===== src/hdl/lmvs_pkg.sv =====
package lmvs_pkg;

    // Defaults and fixed field widths
    localparam int MAX_ROW_WIDTH_DEF = 8192;
    localparam int ROW_W             = 14;
    localparam int PIXEL_W           = 8;
    localparam int VALUE_W           = 30;
    localparam int FRAC_BITS         = 8;
    localparam int CFG_INDEX_W       = 2;
    localparam int JOB_QUEUE_DEPTH   = 2;

    // Scene-mode window geometry
    localparam int ROW_WIDTH_RESET = 3150;
    localparam int SCENE_WINDOW    = 3150;
    localparam int OFFSET_BIAS     = 32;
    localparam int OFFSET_BYTE0    = 24;
    localparam int START_MIN       = 28;
    localparam int START_LIMIT     = 1024;

    localparam logic [VALUE_W-1:0] VALUE_MAX = '1;

    // Result kinds carried on tuser
    localparam logic KIND_FIRST    = 1'b0;
    localparam logic KIND_VARIANCE = 1'b1;

    // Configuration register indexes
    typedef enum logic [CFG_INDEX_W-1:0] {
        REG_SUM_MODE        = 2'd0,
        REG_VARIANCE_ENABLE = 2'd1,
        REG_SCENE_MODE      = 2'd2,
        REG_ROW_WIDTH       = 2'd3
    } cfg_reg_t;

    typedef struct packed {
        logic             sum_mode;
        logic             variance_enable;
        logic             scene_mode;
        logic [ROW_W-1:0] row_width;
    } cfg_t;

endpackage


===== src/hdl/lmvs_front.sv =====
module lmvs_front #(
    parameter int WIN_MAX = 8192,
    parameter int COL_W   = 14,
    parameter int SUM_W   = 21,
    parameter int SQ_W    = 29
) (
    input  logic                                  aclk,
    input  logic                                  aresetn,
    input  lmvs_pkg::cfg_t                        cfg,
    input  logic                                  s_tvalid,
    output logic                                  s_tready,
    input  logic [lmvs_pkg::PIXEL_W-1:0]          s_tdata,
    input  logic                                  q_full,
    output logic                                  job_push,
    output logic [SUM_W+SQ_W+lmvs_pkg::ROW_W+1:0] job_data
);
    import lmvs_pkg::*;

    logic [COL_W-1:0]     col_reg;
    logic [SUM_W-1:0]     sum_reg;
    logic [SQ_W-1:0]      sq_reg;
    logic [31:0]          word_reg;
    logic [31:0]          word_next;
    logic [SUM_W-1:0]     sum_next;
    logic [SQ_W-1:0]      sq_next;
    logic [ROW_W-1:0]     width_eff;
    logic [ROW_W-1:0]     win_len;
    logic [31:0]          col_ext;
    logic [31:0]          start_cur;
    logic [31:0]          start_end;
    logic [1:0]           byte_sel;
    logic [2*PIXEL_W-1:0] pix_sq;
    logic                 in_window;
    logic                 row_last;
    logic                 emit;
    logic                 accept;

    // Effective row width: zero acts as one, clamp to the supported maximum
    always_comb begin
        if (cfg.row_width == '0) begin
            width_eff = ROW_W'(1);
        end else if (32'(cfg.row_width) > 32'(WIN_MAX)) begin
            width_eff = ROW_W'(WIN_MAX);
        end else begin
            width_eff = cfg.row_width;
        end
    end

    assign col_ext  = 32'(col_reg);
    assign row_last = (col_ext + 32'd1) >= 32'(width_eff);
    // Stall only the row-closing pixel when the job queue is full
    assign s_tready = !(q_full && row_last);
    assign accept   = s_tvalid && s_tready;
    assign pix_sq   = (2*PIXEL_W)'(s_tdata) * (2*PIXEL_W)'(s_tdata);
    assign byte_sel = 2'(col_ext - 32'(OFFSET_BYTE0));

    // Window test and start word capture
    always_comb begin
        word_next = word_reg;
        start_cur = word_reg + 32'(OFFSET_BIAS);
        in_window = 1'b0;
        if (cfg.scene_mode) begin
            if (col_ext >= 32'(OFFSET_BYTE0) && col_ext < 32'(START_MIN)) begin
                word_next[{byte_sel, 3'b000} +: 8] = s_tdata;
            end else if (col_ext >= 32'(START_MIN)) begin
                in_window = (col_ext >= start_cur) &&
                            ((col_ext - start_cur) < 32'(SCENE_WINDOW));
            end
        end else begin
            in_window = 1'b1;
        end
    end

    assign sum_next = in_window ? sum_reg + SUM_W'(s_tdata) : sum_reg;
    assign sq_next  = in_window ? sq_reg + SQ_W'(pix_sq) : sq_reg;

    // Row-end decision: header lines give no job
    assign start_end = word_next + 32'(OFFSET_BIAS);
    assign emit      = !cfg.scene_mode ||
                       (start_end >= 32'(START_MIN) && start_end < 32'(START_LIMIT) &&
                        (33'(start_end) + 33'(SCENE_WINDOW)) <= 33'(width_eff));
    assign win_len   = cfg.scene_mode ? ROW_W'(SCENE_WINDOW) : width_eff;

    assign job_push = accept && row_last && emit;
    assign job_data = {cfg.sum_mode, cfg.variance_enable, win_len, sq_next, sum_next};

    // Accumulators and column counter
    always_ff @(posedge aclk) begin
        if (!aresetn) begin
            col_reg  <= '0;
            sum_reg  <= '0;
            sq_reg   <= '0;
            word_reg <= '0;
        end else if (accept) begin
            word_reg <= word_next;
            if (row_last) begin
                col_reg <= '0;
                sum_reg <= '0;
                sq_reg  <= '0;
            end else begin
                col_reg <= col_reg + COL_W'(1);
                sum_reg <= sum_next;
                sq_reg  <= sq_next;
            end
        end
    end

endmodule


===== src/hdl/lmvs_queue.sv =====
module lmvs_queue #(
    parameter int DATA_W = 64,
    parameter int DEPTH  = 2
) (
    input  logic              aclk,
    input  logic              aresetn,
    input  logic              push,
    input  logic [DATA_W-1:0] push_data,
    input  logic              pop,
    output logic [DATA_W-1:0] pop_data,
    output logic              full,
    output logic              empty
);
    import lmvs_pkg::*;

    localparam int PTR_W = (DEPTH > 1) ? $clog2(DEPTH) : 1;
    localparam int CNT_W = $clog2(DEPTH + 1);

    logic [DATA_W-1:0] entry_reg [DEPTH];
    logic [PTR_W-1:0]  wr_ptr_reg;
    logic [PTR_W-1:0]  rd_ptr_reg;
    logic [CNT_W-1:0]  count_reg;

    assign full     = count_reg == CNT_W'(DEPTH);
    assign empty    = count_reg == '0;
    assign pop_data = entry_reg[rd_ptr_reg];

    // Entry storage
    always_ff @(posedge aclk) begin
        if (push) begin
            entry_reg[wr_ptr_reg] <= push_data;
        end
    end

    // Pointers and fill count
    always_ff @(posedge aclk) begin
        if (!aresetn) begin
            wr_ptr_reg <= '0;
            rd_ptr_reg <= '0;
            count_reg  <= '0;
        end else begin
            if (push) begin
                wr_ptr_reg <= (wr_ptr_reg == PTR_W'(DEPTH - 1)) ? '0 : wr_ptr_reg + PTR_W'(1);
            end
            if (pop) begin
                rd_ptr_reg <= (rd_ptr_reg == PTR_W'(DEPTH - 1)) ? '0 : rd_ptr_reg + PTR_W'(1);
            end
            if (push && !pop) begin
                count_reg <= count_reg + CNT_W'(1);
            end else if (pop && !push) begin
                count_reg <= count_reg - CNT_W'(1);
            end
        end
    end

endmodule


===== src/hdl/lmvs_div.sv =====
module lmvs_div #(
    parameter int NUM_W = 51,
    parameter int DEN_W = 28
) (
    input  logic             aclk,
    input  logic             aresetn,
    input  logic             start,
    input  logic [NUM_W-1:0] num,
    input  logic [DEN_W-1:0] den,
    output logic             done,
    output logic [NUM_W-1:0] quot
);
    import lmvs_pkg::*;

    localparam int CNT_W = $clog2(NUM_W + 1);

    logic [DEN_W-1:0] rem_reg;
    logic [DEN_W-1:0] den_reg;
    logic [NUM_W-1:0] quo_reg;
    logic [CNT_W-1:0] cnt_reg;
    logic             busy_reg;
    logic             done_reg;
    logic [DEN_W:0]   rem_shift;
    logic [DEN_W:0]   rem_diff;
    logic             fits;

    // One restoring step: shift in next dividend bit, trial subtract
    assign rem_shift = {rem_reg, quo_reg[NUM_W-1]};
    assign rem_diff  = rem_shift - {1'b0, den_reg};
    assign fits      = rem_shift >= {1'b0, den_reg};

    assign done = done_reg;
    assign quot = quo_reg;

    // Datapath
    always_ff @(posedge aclk) begin
        if (start) begin
            rem_reg <= '0;
            den_reg <= den;
            quo_reg <= num;
        end else if (busy_reg) begin
            rem_reg <= fits ? rem_diff[DEN_W-1:0] : rem_shift[DEN_W-1:0];
            quo_reg <= {quo_reg[NUM_W-2:0], fits};
        end
    end

    // Step counter
    always_ff @(posedge aclk) begin
        if (!aresetn) begin
            cnt_reg  <= '0;
            busy_reg <= 1'b0;
            done_reg <= 1'b0;
        end else if (start) begin
            cnt_reg  <= CNT_W'(NUM_W);
            busy_reg <= 1'b1;
            done_reg <= 1'b0;
        end else if (busy_reg) begin
            cnt_reg <= cnt_reg - CNT_W'(1);
            if (cnt_reg == CNT_W'(1)) begin
                busy_reg <= 1'b0;
                done_reg <= 1'b1;
            end
        end
    end

endmodule


===== src/hdl/lmvs_back.sv =====
module lmvs_back #(
    parameter int SUM_W = 21,
    parameter int SQ_W  = 29
) (
    input  logic                                  aclk,
    input  logic                                  aresetn,
    input  logic                                  q_empty,
    input  logic [SUM_W+SQ_W+lmvs_pkg::ROW_W+1:0] q_data,
    output logic                                  q_pop,
    output logic                                  m_tvalid,
    input  logic                                  m_tready,
    output logic [lmvs_pkg::VALUE_W-1:0]          m_value,
    output logic                                  m_kind,
    output logic                                  m_last
);
    import lmvs_pkg::*;

    localparam int A_W    = ROW_W + SQ_W;
    localparam int B_W    = 2 * SUM_W;
    localparam int PROD_W = (A_W > B_W) ? A_W : B_W;
    localparam int DIV_W  = PROD_W + FRAC_BITS;
    localparam int DEN_W  = 2 * ROW_W;

    typedef enum logic [3:0] {
        ST_IDLE     = 4'b0001,
        ST_MUL      = 4'b0010,
        ST_DIV_MEAN = 4'b0100,
        ST_DIV_VAR  = 4'b1000
    } back_state_t;

    back_state_t        state_reg;
    back_state_t        state_next;
    logic [SUM_W-1:0]   sum_reg;
    logic [SQ_W-1:0]    sq_reg;
    logic [ROW_W-1:0]   n_reg;
    logic               sum_mode_reg;
    logic               var_en_reg;
    logic [A_W-1:0]     a_reg;
    logic [B_W-1:0]     b_reg;
    logic [DEN_W-1:0]   den_reg;
    logic [A_W-1:0]     a_prod;
    logic [B_W-1:0]     b_prod;
    logic [DEN_W-1:0]   den_prod;
    logic               out_valid_reg;
    logic [VALUE_W-1:0] out_value_reg;
    logic               out_kind_reg;
    logic               out_last_reg;
    logic               out_free;
    logic               load_out;
    logic               var_ok;
    logic [PROD_W-1:0]  var_diff;
    logic               div_start;
    logic [DIV_W-1:0]   div_num;
    logic [DEN_W-1:0]   div_den;
    logic               div_done;
    logic [DIV_W-1:0]   div_quot;
    logic [DIV_W-1:0]   result_wide;
    logic [VALUE_W-1:0] result_sat;

    // Products for the variance numerator and denominator
    assign a_prod   = A_W'(n_reg) * A_W'(sq_reg);
    assign b_prod   = B_W'(sum_reg) * B_W'(sum_reg);
    assign den_prod = DEN_W'(n_reg) * DEN_W'(n_reg - ROW_W'(1));

    assign var_ok   = (n_reg > ROW_W'(1)) && (PROD_W'(a_reg) > PROD_W'(b_reg));
    assign var_diff = PROD_W'(a_reg) - PROD_W'(b_reg);

    assign out_free = !out_valid_reg || m_tready;
    assign load_out = (state_reg == ST_DIV_MEAN || state_reg == ST_DIV_VAR) &&
                      div_done && out_free;

    // Pick and saturate the statistic
    always_comb begin
        if (state_reg == ST_DIV_VAR) begin
            result_wide = div_quot;
        end else if (sum_mode_reg) begin
            result_wide = DIV_W'(sum_reg) << FRAC_BITS;
        end else begin
            result_wide = div_quot;
        end
        result_sat = (result_wide > DIV_W'(VALUE_MAX)) ? VALUE_MAX
                                                        : result_wide[VALUE_W-1:0];
    end

    // Sequencer
    always_comb begin
        state_next = state_reg;
        q_pop      = 1'b0;
        div_start  = 1'b0;
        div_num    = DIV_W'(sum_reg) << FRAC_BITS;
        div_den    = DEN_W'(n_reg);
        unique case (state_reg)
            ST_IDLE: begin
                if (!q_empty) begin
                    q_pop      = 1'b1;
                    state_next = ST_MUL;
                end
            end
            ST_MUL: begin
                div_start  = 1'b1;
                state_next = ST_DIV_MEAN;
            end
            ST_DIV_MEAN: begin
                if (load_out) begin
                    if (var_en_reg) begin
                        div_start  = 1'b1;
                        div_num    = var_ok ? DIV_W'(var_diff) << FRAC_BITS : '0;
                        div_den    = var_ok ? den_reg : DEN_W'(1);
                        state_next = ST_DIV_VAR;
                    end else begin
                        state_next = ST_IDLE;
                    end
                end
            end
            ST_DIV_VAR: begin
                if (load_out) begin
                    state_next = ST_IDLE;
                end
            end
            default: state_next = ST_IDLE;
        endcase
    end

    lmvs_div #(
        .NUM_W (DIV_W),
        .DEN_W (DEN_W)
    ) u_div (
        .aclk    (aclk),
        .aresetn (aresetn),
        .start   (div_start),
        .num     (div_num),
        .den     (div_den),
        .done    (div_done),
        .quot    (div_quot)
    );

    // Job latch and products
    always_ff @(posedge aclk) begin
        if (q_pop) begin
            {sum_mode_reg, var_en_reg, n_reg, sq_reg, sum_reg} <= q_data;
        end
        if (state_reg == ST_MUL) begin
            a_reg   <= a_prod;
            b_reg   <= b_prod;
            den_reg <= den_prod;
        end
    end

    // Output register
    always_ff @(posedge aclk) begin
        if (load_out) begin
            out_value_reg <= result_sat;
            out_kind_reg  <= (state_reg == ST_DIV_VAR) ? KIND_VARIANCE : KIND_FIRST;
            out_last_reg  <= (state_reg == ST_DIV_VAR) || !var_en_reg;
        end
    end

    always_ff @(posedge aclk) begin
        if (!aresetn) begin
            state_reg     <= ST_IDLE;
            out_valid_reg <= 1'b0;
        end else begin
            state_reg <= state_next;
            if (load_out) begin
                out_valid_reg <= 1'b1;
            end else if (m_tready) begin
                out_valid_reg <= 1'b0;
            end
        end
    end

    assign m_tvalid = out_valid_reg;
    assign m_value  = out_value_reg;
    assign m_kind   = out_kind_reg;
    assign m_last   = out_last_reg;

endmodule


===== src/hdl/line_mean_variance_stats_core.sv =====
// Throughput: one pixel per cycle; a full job queue stalls only a row's last pixel.
// Each reported row occupies the back end and its shared radix-2 divider (DIV_W = 51
// at the default maximum row width), overlapped with the next row. The mean/sum goes
// out after queue, ST_MUL and mean division; the variance after a second division.
// Reset: synchronous active-low aresetn clears counters, sums, queue and output,
// and loads register defaults; nothing needs a clearing pass.
module line_mean_variance_stats_core #(
    parameter int MAX_ROW_WIDTH = lmvs_pkg::MAX_ROW_WIDTH_DEF
) (
    input  logic                               aclk,
    input  logic                               aresetn,
    input  logic                               cfg_wr_en,
    input  logic [lmvs_pkg::CFG_INDEX_W-1:0]   cfg_index,
    input  logic [lmvs_pkg::ROW_W-1:0]         cfg_data,
    input  logic                               s_tvalid,
    output logic                               s_tready,
    input  logic [7:0]                         s_tdata,   // [7:0] pixel
    output logic                               m_tvalid,
    input  logic                               m_tready,
    output logic [31:0]                        m_tdata,   // [29:0] value, [31:30] zero
    output logic                               m_tuser,   // [0] kind
    output logic                               m_tlast
);
    import lmvs_pkg::*;

    localparam int ROW_MAX = (1 << ROW_W) - 1;
    localparam int WIN_MAX = (MAX_ROW_WIDTH < ROW_MAX) ? MAX_ROW_WIDTH : ROW_MAX;
    localparam int PIX_MAX = (1 << PIXEL_W) - 1;
    localparam int COL_W   = $clog2(WIN_MAX + 1);
    localparam int SUM_W   = $clog2(WIN_MAX * PIX_MAX + 1);
    localparam int SQ_W    = $clog2(WIN_MAX * PIX_MAX * PIX_MAX + 1);
    localparam int JOB_W   = SUM_W + SQ_W + ROW_W + 2;

    cfg_t               cfg_reg;
    logic               job_push;
    logic [JOB_W-1:0]   job_data;
    logic               q_pop;
    logic [JOB_W-1:0]   q_data;
    logic               q_full;
    logic               q_empty;
    logic [VALUE_W-1:0] m_value;

    // Configuration registers
    always_ff @(posedge aclk) begin
        if (!aresetn) begin
            cfg_reg.sum_mode        <= 1'b0;
            cfg_reg.variance_enable <= 1'b0;
            cfg_reg.scene_mode      <= 1'b0;
            cfg_reg.row_width       <= ROW_W'(ROW_WIDTH_RESET);
        end else if (cfg_wr_en) begin
            unique case (cfg_reg_t'(cfg_index))
                REG_SUM_MODE:        cfg_reg.sum_mode        <= cfg_data[0];
                REG_VARIANCE_ENABLE: cfg_reg.variance_enable <= cfg_data[0];
                REG_SCENE_MODE:      cfg_reg.scene_mode      <= cfg_data[0];
                REG_ROW_WIDTH:       cfg_reg.row_width       <= cfg_data;
                default: ;
            endcase
        end
    end

    lmvs_front #(
        .WIN_MAX (WIN_MAX),
        .COL_W   (COL_W),
        .SUM_W   (SUM_W),
        .SQ_W    (SQ_W)
    ) u_front (
        .aclk     (aclk),
        .aresetn  (aresetn),
        .cfg      (cfg_reg),
        .s_tvalid (s_tvalid),
        .s_tready (s_tready),
        .s_tdata  (s_tdata),
        .q_full   (q_full),
        .job_push (job_push),
        .job_data (job_data)
    );

    lmvs_queue #(
        .DATA_W (JOB_W),
        .DEPTH  (JOB_QUEUE_DEPTH)
    ) u_queue (
        .aclk      (aclk),
        .aresetn   (aresetn),
        .push      (job_push),
        .push_data (job_data),
        .pop       (q_pop),
        .pop_data  (q_data),
        .full      (q_full),
        .empty     (q_empty)
    );

    lmvs_back #(
        .SUM_W (SUM_W),
        .SQ_W  (SQ_W)
    ) u_back (
        .aclk     (aclk),
        .aresetn  (aresetn),
        .q_empty  (q_empty),
        .q_data   (q_data),
        .q_pop    (q_pop),
        .m_tvalid (m_tvalid),
        .m_tready (m_tready),
        .m_value  (m_value),
        .m_kind   (m_tuser),
        .m_last   (m_tlast)
    );

    assign m_tdata = {(32 - VALUE_W)'(0), m_value};

    // Checks on the front/back hand-over and result framing
    assert property (@(posedge aclk) disable iff (!aresetn) !(job_push && q_full))
        else $error("job pushed into a full queue");

    assert property (@(posedge aclk) disable iff (!aresetn) q_pop |-> !q_empty)
        else $error("job popped from an empty queue");

    assert property (@(posedge aclk) disable iff (!aresetn) !s_tready |-> q_full)
        else $error("input stalled while the job queue has room");

    assert property (@(posedge aclk) disable iff (!aresetn)
                     (m_tvalid && m_tuser == KIND_VARIANCE) |-> m_tlast)
        else $error("variance item not marked last");

endmodule

===== config.mk =====
export PLATFORM = sky130hd
export DESIGN_NAME = line_mean_variance_stats_core
export DESIGN_NICKNAME = d
export VERILOG_FILES = /design/src/hdl/lmvs_pkg.sv /design/src/hdl/lmvs_front.sv /design/src/hdl/lmvs_queue.sv /design/src/hdl/lmvs_div.sv /design/src/hdl/lmvs_back.sv /design/src/hdl/line_mean_variance_stats_core.sv
export SDC_FILE = /design/constraint.sdc
export NUM_CORES = 2
export LEC_CHECK = 0
export BUFFER_PORTS_ARGS = -buffer_cell sky130_fd_sc_hd__clkbuf_2
export CORE_MARGIN = 5
export CORE_UTILIZATION = 65
export CTS_BUF_LIST = sky130_fd_sc_hd__clkbuf_4 sky130_fd_sc_hd__clkbuf_8
export CTS_CLUSTER_DIAMETER = 60
export DETAILED_ROUTE_END_ITERATION = 8
export HOLD_SLACK_MARGIN = 0.02
export PLACE_DENSITY_LB_ADDON = 0.1
export SYNTH_ARGS = -nofsm -noshare
export SYNTH_HDL_FRONTEND = slang
export SYNTH_HIERARCHICAL = 1
export SYNTH_SLANG_ARGS = --single-unit

===== constraint.sdc =====
create_clock -name aclk -period 32.7 [get_ports aclk]
set_input_delay 1.635 -clock aclk [delete_from_list [all_inputs] [get_ports aclk]]
set_output_delay 1.635 -clock aclk [all_outputs]
set_load 0.01 [all_outputs]

; ---- After elaboration in Yosys (flattened, before gate mapping)
; Memories as Yosys holds them, arrays and structs flattened. A register that Yosys moved wholly into a read port is not among the register bits.
; Index checks and enable logic that the tools add are counted.
[totals]
output_inout_bits = 36
input_bits = 29
ff_bits = 382
wordCells = 167
latchBits = 0
memories = 1
ramBits = 132
romBits = 0
[memory_table]
columns = memory, depth, width, rd, rd_clocked_by_memory_dff, write_ports, line_no
row1 = u_queue.entry_reg, 2, 66, 1, 1, 1, lmvs_queue.sv:19  ; logic [DATA_W-1:0] entry_reg [DEPTH];
[classes]
muxes = 51
div = 0
shift = 2
magnitude_cmp = 14
bitwise = 1
addsub = 18
n_mul = 4
eq_ne = 12
reduce_logical = 37
[ops]
columns = op, n
row1 = 2-to-1 mux 51 bit, 8
row2 = 2-to-1 mux 14 bit, 8
row3 = "adder 32 x 6 -> 32 bit, second input constant", 2
row4 = 2-to-1 mux 32 bit, 2
row5 = 2-to-1 mux 29 bit, 2
row6 = "> comparator 51 x 30 -> 1 bit, second input constant", 1
row7 = > comparator 43 x 42 -> 1 bit, 1
row8 = multiplier 14 x 29 -> 43 bit, 1
row9 = subtractor 43 x 42 -> 43 bit, 1
row10 = multiplier 21 x 21 -> 42 bit, 1
row11 = 2-to-1 mux 21 bit, 2
row12 = "adder 32 x 12 -> 33 bit, second input constant", 1
row13 = <= comparator 33 x 14 -> 1 bit, 1
row14 = bitwise mux 32 bit, 1
row15 = greater-or-equal comparator 14 x 32 -> 1 bit, 1
row16 = greater-or-equal comparator 32 x 14 -> 1 bit, 1
row17 = "greater-or-equal comparator 32 x 5 -> 1 bit, second input constant", 1
row18 = "less-than comparator 32 x 11 -> 1 bit, second input constant", 1
row19 = "less-than comparator 32 x 12 -> 1 bit, second input constant", 1
row20 = "variable shift 8 x 7 -> 32 bit, first input constant", 1
row21 = indexed part select 8 x 7 -> 32 bit, 1
row22 = subtractor 14 x 32 -> 32 bit, 1
row23 = adder 29 x 16 -> 29 bit, 1
row24 = greater-or-equal comparator 29 x 28 -> 1 bit, 1
row25 = other kinds (43), 97

; ---- Depth between registers and ports, before layout
[logic_depth]
word_depth = 16
mapped_depth = 33
mapped_depth_nobuf = 31

; ---- Modules after synthesis
; Netlist, hierarchy kept.
[modules_own_cells]
columns = mod, cells_per_inst, area_per_inst_um2, n_inst, seq_area_each_um2
row1 = lmvs_back, 4476, 42802.3, 1, 6376.1
row2 = lmvs_front, 1369, 10805.4, 1, 1921.8
row3 = lmvs_div, 532, 6234.7, 1, 3093.0
row4 = lmvs_queue, 227, 4988.5, 1, 4063.9
row5 = line_mean_variance_stats_core, 80, 749.5, 1, 340.3

; ---- Least setup slack after synthesis
; OpenSTA, ideal clock, no wires.
[synth_timing]
kind = reg-to-reg
startpoint = reg u_back.state_reg[1]
endpoint = reg u_back.u_div.quo_reg[0], in the netlist u_back/u_div/quot[0], enable pin
required_ns = 32.314
n_path_buf = 3
setup_ns = 0.386
synth_period_minus_slack_ns = 14.984
setup_slack_ns = 17.716
stages_incl_launch_ff = 7
arrival_ns = 14.598
path_cell_list = dfxtp_1 nor4b_1 nand2b_1 clkbuf_1 buf_6 buf_6 or2_2
[synth_between]
elab_chain_cells = 7
elab_cells_between_ends = 9
cone_classes = eq/ne: 3 / mux: 2 / reduce/logical: 4
[synth_rtl]
columns = item, line_no
row1 = start: declaration, lmvs_back.sv:31  ; back_state_t state_reg;
row2 = start signal: assignment, lmvs_back.sv:163  ; state_reg <= state_next;
row3 = == test 4 x 3 -> 1 bit or == test 4 bit (tied branches), "lmvs_back.sv:69, lmvs_back.sv:92"
row4 = logical OR 1 bit, lmvs_back.sv:69  ; assign load_out = (state_reg == ST_DIV_MEAN || state_reg == ST_DIV_VAR) &&
row5 = logical AND 1 bit, lmvs_back.sv:69
row6 = logical AND 1 bit, lmvs_back.sv:70  ; div_done && out_free;
row7 = 2-to-1 mux 1 bit, lmvs_back.sv:104  ; if (load_out) begin
row8 = case mux 1 bit (2 select lines) (*), lmvs_back.sv:92  ; unique case (state_reg)
row9 = via u_back.div_start, lmvs_back.sv:52  ; logic div_start;
row10 = nonzero test 2 bit (no line) (*), --
row11 = end signal: assignment, lmvs_div.sv:40  ; quo_reg <= num;
row12 = end signal: assignment, lmvs_div.sv:43  ; quo_reg <= {quo_reg[NUM_W-2:0], fits};
row13 = end: declaration, lmvs_div.sv:19  ; logic [NUM_W-1:0] quo_reg;
; The timed path passes the listed nets; every way through them passes the cells marked *.
; A chain may end at the register's enable or synchronous reset.

; ---- Worst setup path in the final report
[layout_timing]
startpoint = reg u_back.n_reg[0] (read register of u_queue.entry_reg)
endpoint = reg u_back.den_reg[26], data pin
[layout_between]
elab_chain_cells = 2
[layout_rtl]
columns = item, line_no
row1 = start: declaration, lmvs_back.sv:35  ; logic [ROW_W-1:0] n_reg;
row2 = subtractor 14 x 1 -> 15 bit, lmvs_back.sv:63  ; assign den_prod = DEN_W'(n_reg) * DEN_W'(n_reg - ROW_W'(1));
row3 = multiplier 14 x 28 -> 28 bit (*), lmvs_back.sv:63
row4 = via u_back.den_prod[26], lmvs_back.sv:43  ; logic [DEN_W-1:0] den_prod;
row5 = end signal: assignment, lmvs_back.sv:145  ; den_reg <= den_prod;
row6 = end: declaration, lmvs_back.sv:40  ; logic [DEN_W-1:0] den_reg;
; Marked as above.

==> flow_metrics.env <==
export IMPL_endpoint_kind="flip-flop"
export IMPL_holdPathEnd="u_queue/entry_reg[1][64]"
export IMPL_rows=116
export IMPL_dp_slack_ns=24.12
export IMPL_synth_enable_flop_cells=420
export IMPL_start_util_pct=65.5
export IMPL_critical_path_buf_inv_count=6
export IMPL_setup_violations=0
export IMPL_ctsResizeCount=0
export IMPL_die_h_um=328
export IMPL_largest_reg_flops=132
export IMPL_syn_to_final_growth_pct=5.37
export IMPL_max_slew_margin_pct=21.7
export IMPL_clk_insertion_delay_late_ns=0.77
export IMPL_finalWirelength_um=157000
export IMPL_antenna_found_initial=7
export IMPL_cts_buffers=101
export IMPL_slowest_stage="fa_1"
export IMPL_nets=8019
export IMPL_maxCapViolCount=0
export IMPL_reg2reg_depth=28
export IMPL_yosysWarnings=6
export IMPL_hold_path_class="reg2reg"
export IMPL_fin_worst_skew_ns=0.0697
export IMPL_required_ns=33.19
export IMPL_slew_violations=0
export IMPL_overflow=0
export IMPL_period_needed_ns=8.67
export IMPL_ys_seq_area_share_pct=24.1
export IMPL_dpl_cell_count=7805
export IMPL_tns_ns=0
export IMPL_drtIter0Drc=3328
export IMPL_cts_root_buf="clkbuf_8"
export IMPL_syn_avg_cell_area_sq_um=9.81
export IMPL_worst_pin_slew_ns=1.17
export IMPL_drive_gt1_share_pct=7.94
export IMPL_critPathTopFamily="adder cells"
export IMPL_post_drt_wl_per_cell_um=19.6
export IMPL_drt_pass1_iterations=6
export IMPL_drc_errors=0
export IMPL_portBuffers=62
export IMPL_worst_hold_slack_ns=0.469
export IMPL_grt_pass1_vias=47482
export IMPL_synthCells=6684
export IMPL_cpPeakStageDelay_ns=0.55
export IMPL_die_w_um=328
export IMPL_route_vias_total=46879
export IMPL_rsz0062_at_grt="no"
export IMPL_synth_area_sq_mm=0.0656
export IMPL_dominantRegCellSynth="edfxtp_1"
export IMPL_path_clk_slew_ns=0.06
export IMPL_crit_start="u_back/n_reg[0]"
export IMPL_ios=65
export IMPL_cts_hold_buffers=0
export IMPL_hp_start="cfg_reg[15]"
export IMPL_reg2reg_from="u_back/n_reg[0]"
export IMPL_synth_seq_cells=579
export IMPL_worst_endpoint_arrival_ns=9.17
export IMPL_cp_start_kind="flip-flop"
export IMPL_r2r_slack_ns=24.03
export IMPL_clock_path_buffers=3
export IMPL_finalWorstSetupSlack_ns=24.03
export IMPL_cts_tree="yes"
export IMPL_async_reset_ff_share_pct=0
export IMPL_hold_viol=0
export IMPL_timing_rr_end="u_back/den_reg[26]"
export IMPL_place_gp_congestion=0.922
export IMPL_cts_max_level=3
export IMPL_outcome="complete, no violations"
export IMPL_die_area_sq_mm=0.107
export IMPL_core_area_sq_mm=0.100
export IMPL_critPathMaxFanout=43
export IMPL_grt_pass1_wl_um=254000
export IMPL_instances_no_fill=7998
export IMPL_clock_fmax_ghz=0.115
export IMPL_track_usage_pct=29.4
export IMPL_grt_max_degree=81
export IMPL_post_route_period_util_pct=26.5
export IMPL_hold_depth=0
export IMPL_cts_sinks=579
export IMPL_dp_hpwl_um=119000
export IMPL_crit_path_frequent_cell="fa_1"
export IMPL_antenna_left=0
export IMPL_path_class="reg2reg"
export IMPL_vias_per_cell=5.86
export IMPL_post_cts_buffers=0
export IMPL_ys_types=124
==> logic make-up (layout without fill, tap and decap cells) <==
group	count (synthesis)	after routing	synth area share, %
AOI/OAI and AO/OA	922	922	9.62
xor gates and xnor gates	278	278	3.71
adders and majority gates	1380	1380	35.8
buffers and inverters	1437	1443	8.58
DFF	579	579	24.1
muxes	201	201	3.35
other	2	12	0.0115
and+or+nand+nor	1885	1885	14.8
==> layer usage <==
layer	vias to the layer above	routed length (um)	global-route usage [%]	share of wire, %
met5	-	20	0	0.013
met1	23219	67400	41.7	43
met2	1656	71600	46.5	46
met3	295	13300	6.25	8.5
li1	21707	-	-	-
met4	2	4300	7.97	2.7
==> layout by cell type (no fill, tap or decap), types with 28 or more instances in the layout <==
cell type	netlist	layout
a31oi_1	37	37
dfxtp_1	159	157
ha_1	549	549
nor2b_1	110	107
mux2i_1	54	54
and3_1	51	51
a21oi_1	258	258
clkbuf_4	0	28
nand3_1	112	112
o21bai_1	34	34
nand2_1	602	602
mux2_2	134	134
fa_1	831	831
nand4_1	45	45
nor3_1	63	63
a22o_1	42	42
nand2b_1	119	118
xor2_1	87	87
clkbuf_8	0	110
buf_4	14	60
a21o_1	96	96
a211oi_1	49	48
o21a_1	33	33
edfxtp_1	420	420
xnor2_1	191	191
clkbuf_2	0	61
and2_1	353	352
o21ai_0	128	128
inv_1	1127	1127
nor2_1	267	267
==> Yosys cell counts (110+ instances only) <==
cell type / n / share of area, %
nand3_1: 112 / 0.85
nor2_1: 267 / 1.5
dfxtp_1: 159 / 4.9
inv_1: 1127 / 6.5
nand2_1: 602 / 3.4
and2_1: 353 / 3.4
nor2b_1: 110 / 1.0
clkbuf_1: 241 / 1.4
edfxtp_1: 420 / 19
xnor2_1: 191 / 2.6
mux2_2: 134 / 2.3
ha_1: 549 / 10
nand2b_1: 119 / 1.1
fa_1: 831 / 25
a21oi_1: 258 / 2.0
o21ai_0: 128 / 0.98
==> worst reg2reg max path: cells and delay by family, from the launching register on <==
family / cells / cell delay, ns
AOI/OAI and AO/OA: 4 / 1.17
adders and majority gates: 9 / 4.06
buffers and inverters: 6 / 0.89
and+or+nand+nor: 8 / 1.81
DFF: 1 / 0.36
xor gates and xnor gates: 1 / 0.11
==> stage by stage <==
step	cell area, sq um	util, %
CTS	69100	69.0
detailed placement	66700	66.6
floorplan	65600	-
finish	69100	69.0
global route	69100	69.0
global placement	66700	66.6
==> worst max-delay path by stage <==
stage / to / slack [ns] / cells past startpoint
after global routing: u_back/den_reg[26] / 23.56 / 28
after CTS: u_back/den_reg[26] / 24.12 / 28
after global placement: u_back/den_reg[26] / 24.31 / 28
after floorplan: u_back/u_div/quot[0] / 17.72 / 6
final: u_back/den_reg[26] / 24.03 / 28
after detailed placement: u_back/den_reg[26] / 24.12 / 28
==> cell type report <==
| class | count | area [sq um] |
|---|---|---|
| sequential | 579 | 15800 |
| multi-input combinational | 4676 | 44200 |
| inverter | 1131 | 4250 |
| antenna | 2 | 5.00 |
| clock inverter | 53 | 703 |
| fill | 7773 | 31000 |
| clock buffer | 138 | 1720 |
| timing repair buffer | 121 | 756 |
| tap | 1298 | 1620 |
Power is not shown: default switching activity piles up to over one toggle a cycle in this logic, so the estimate is an artifact.
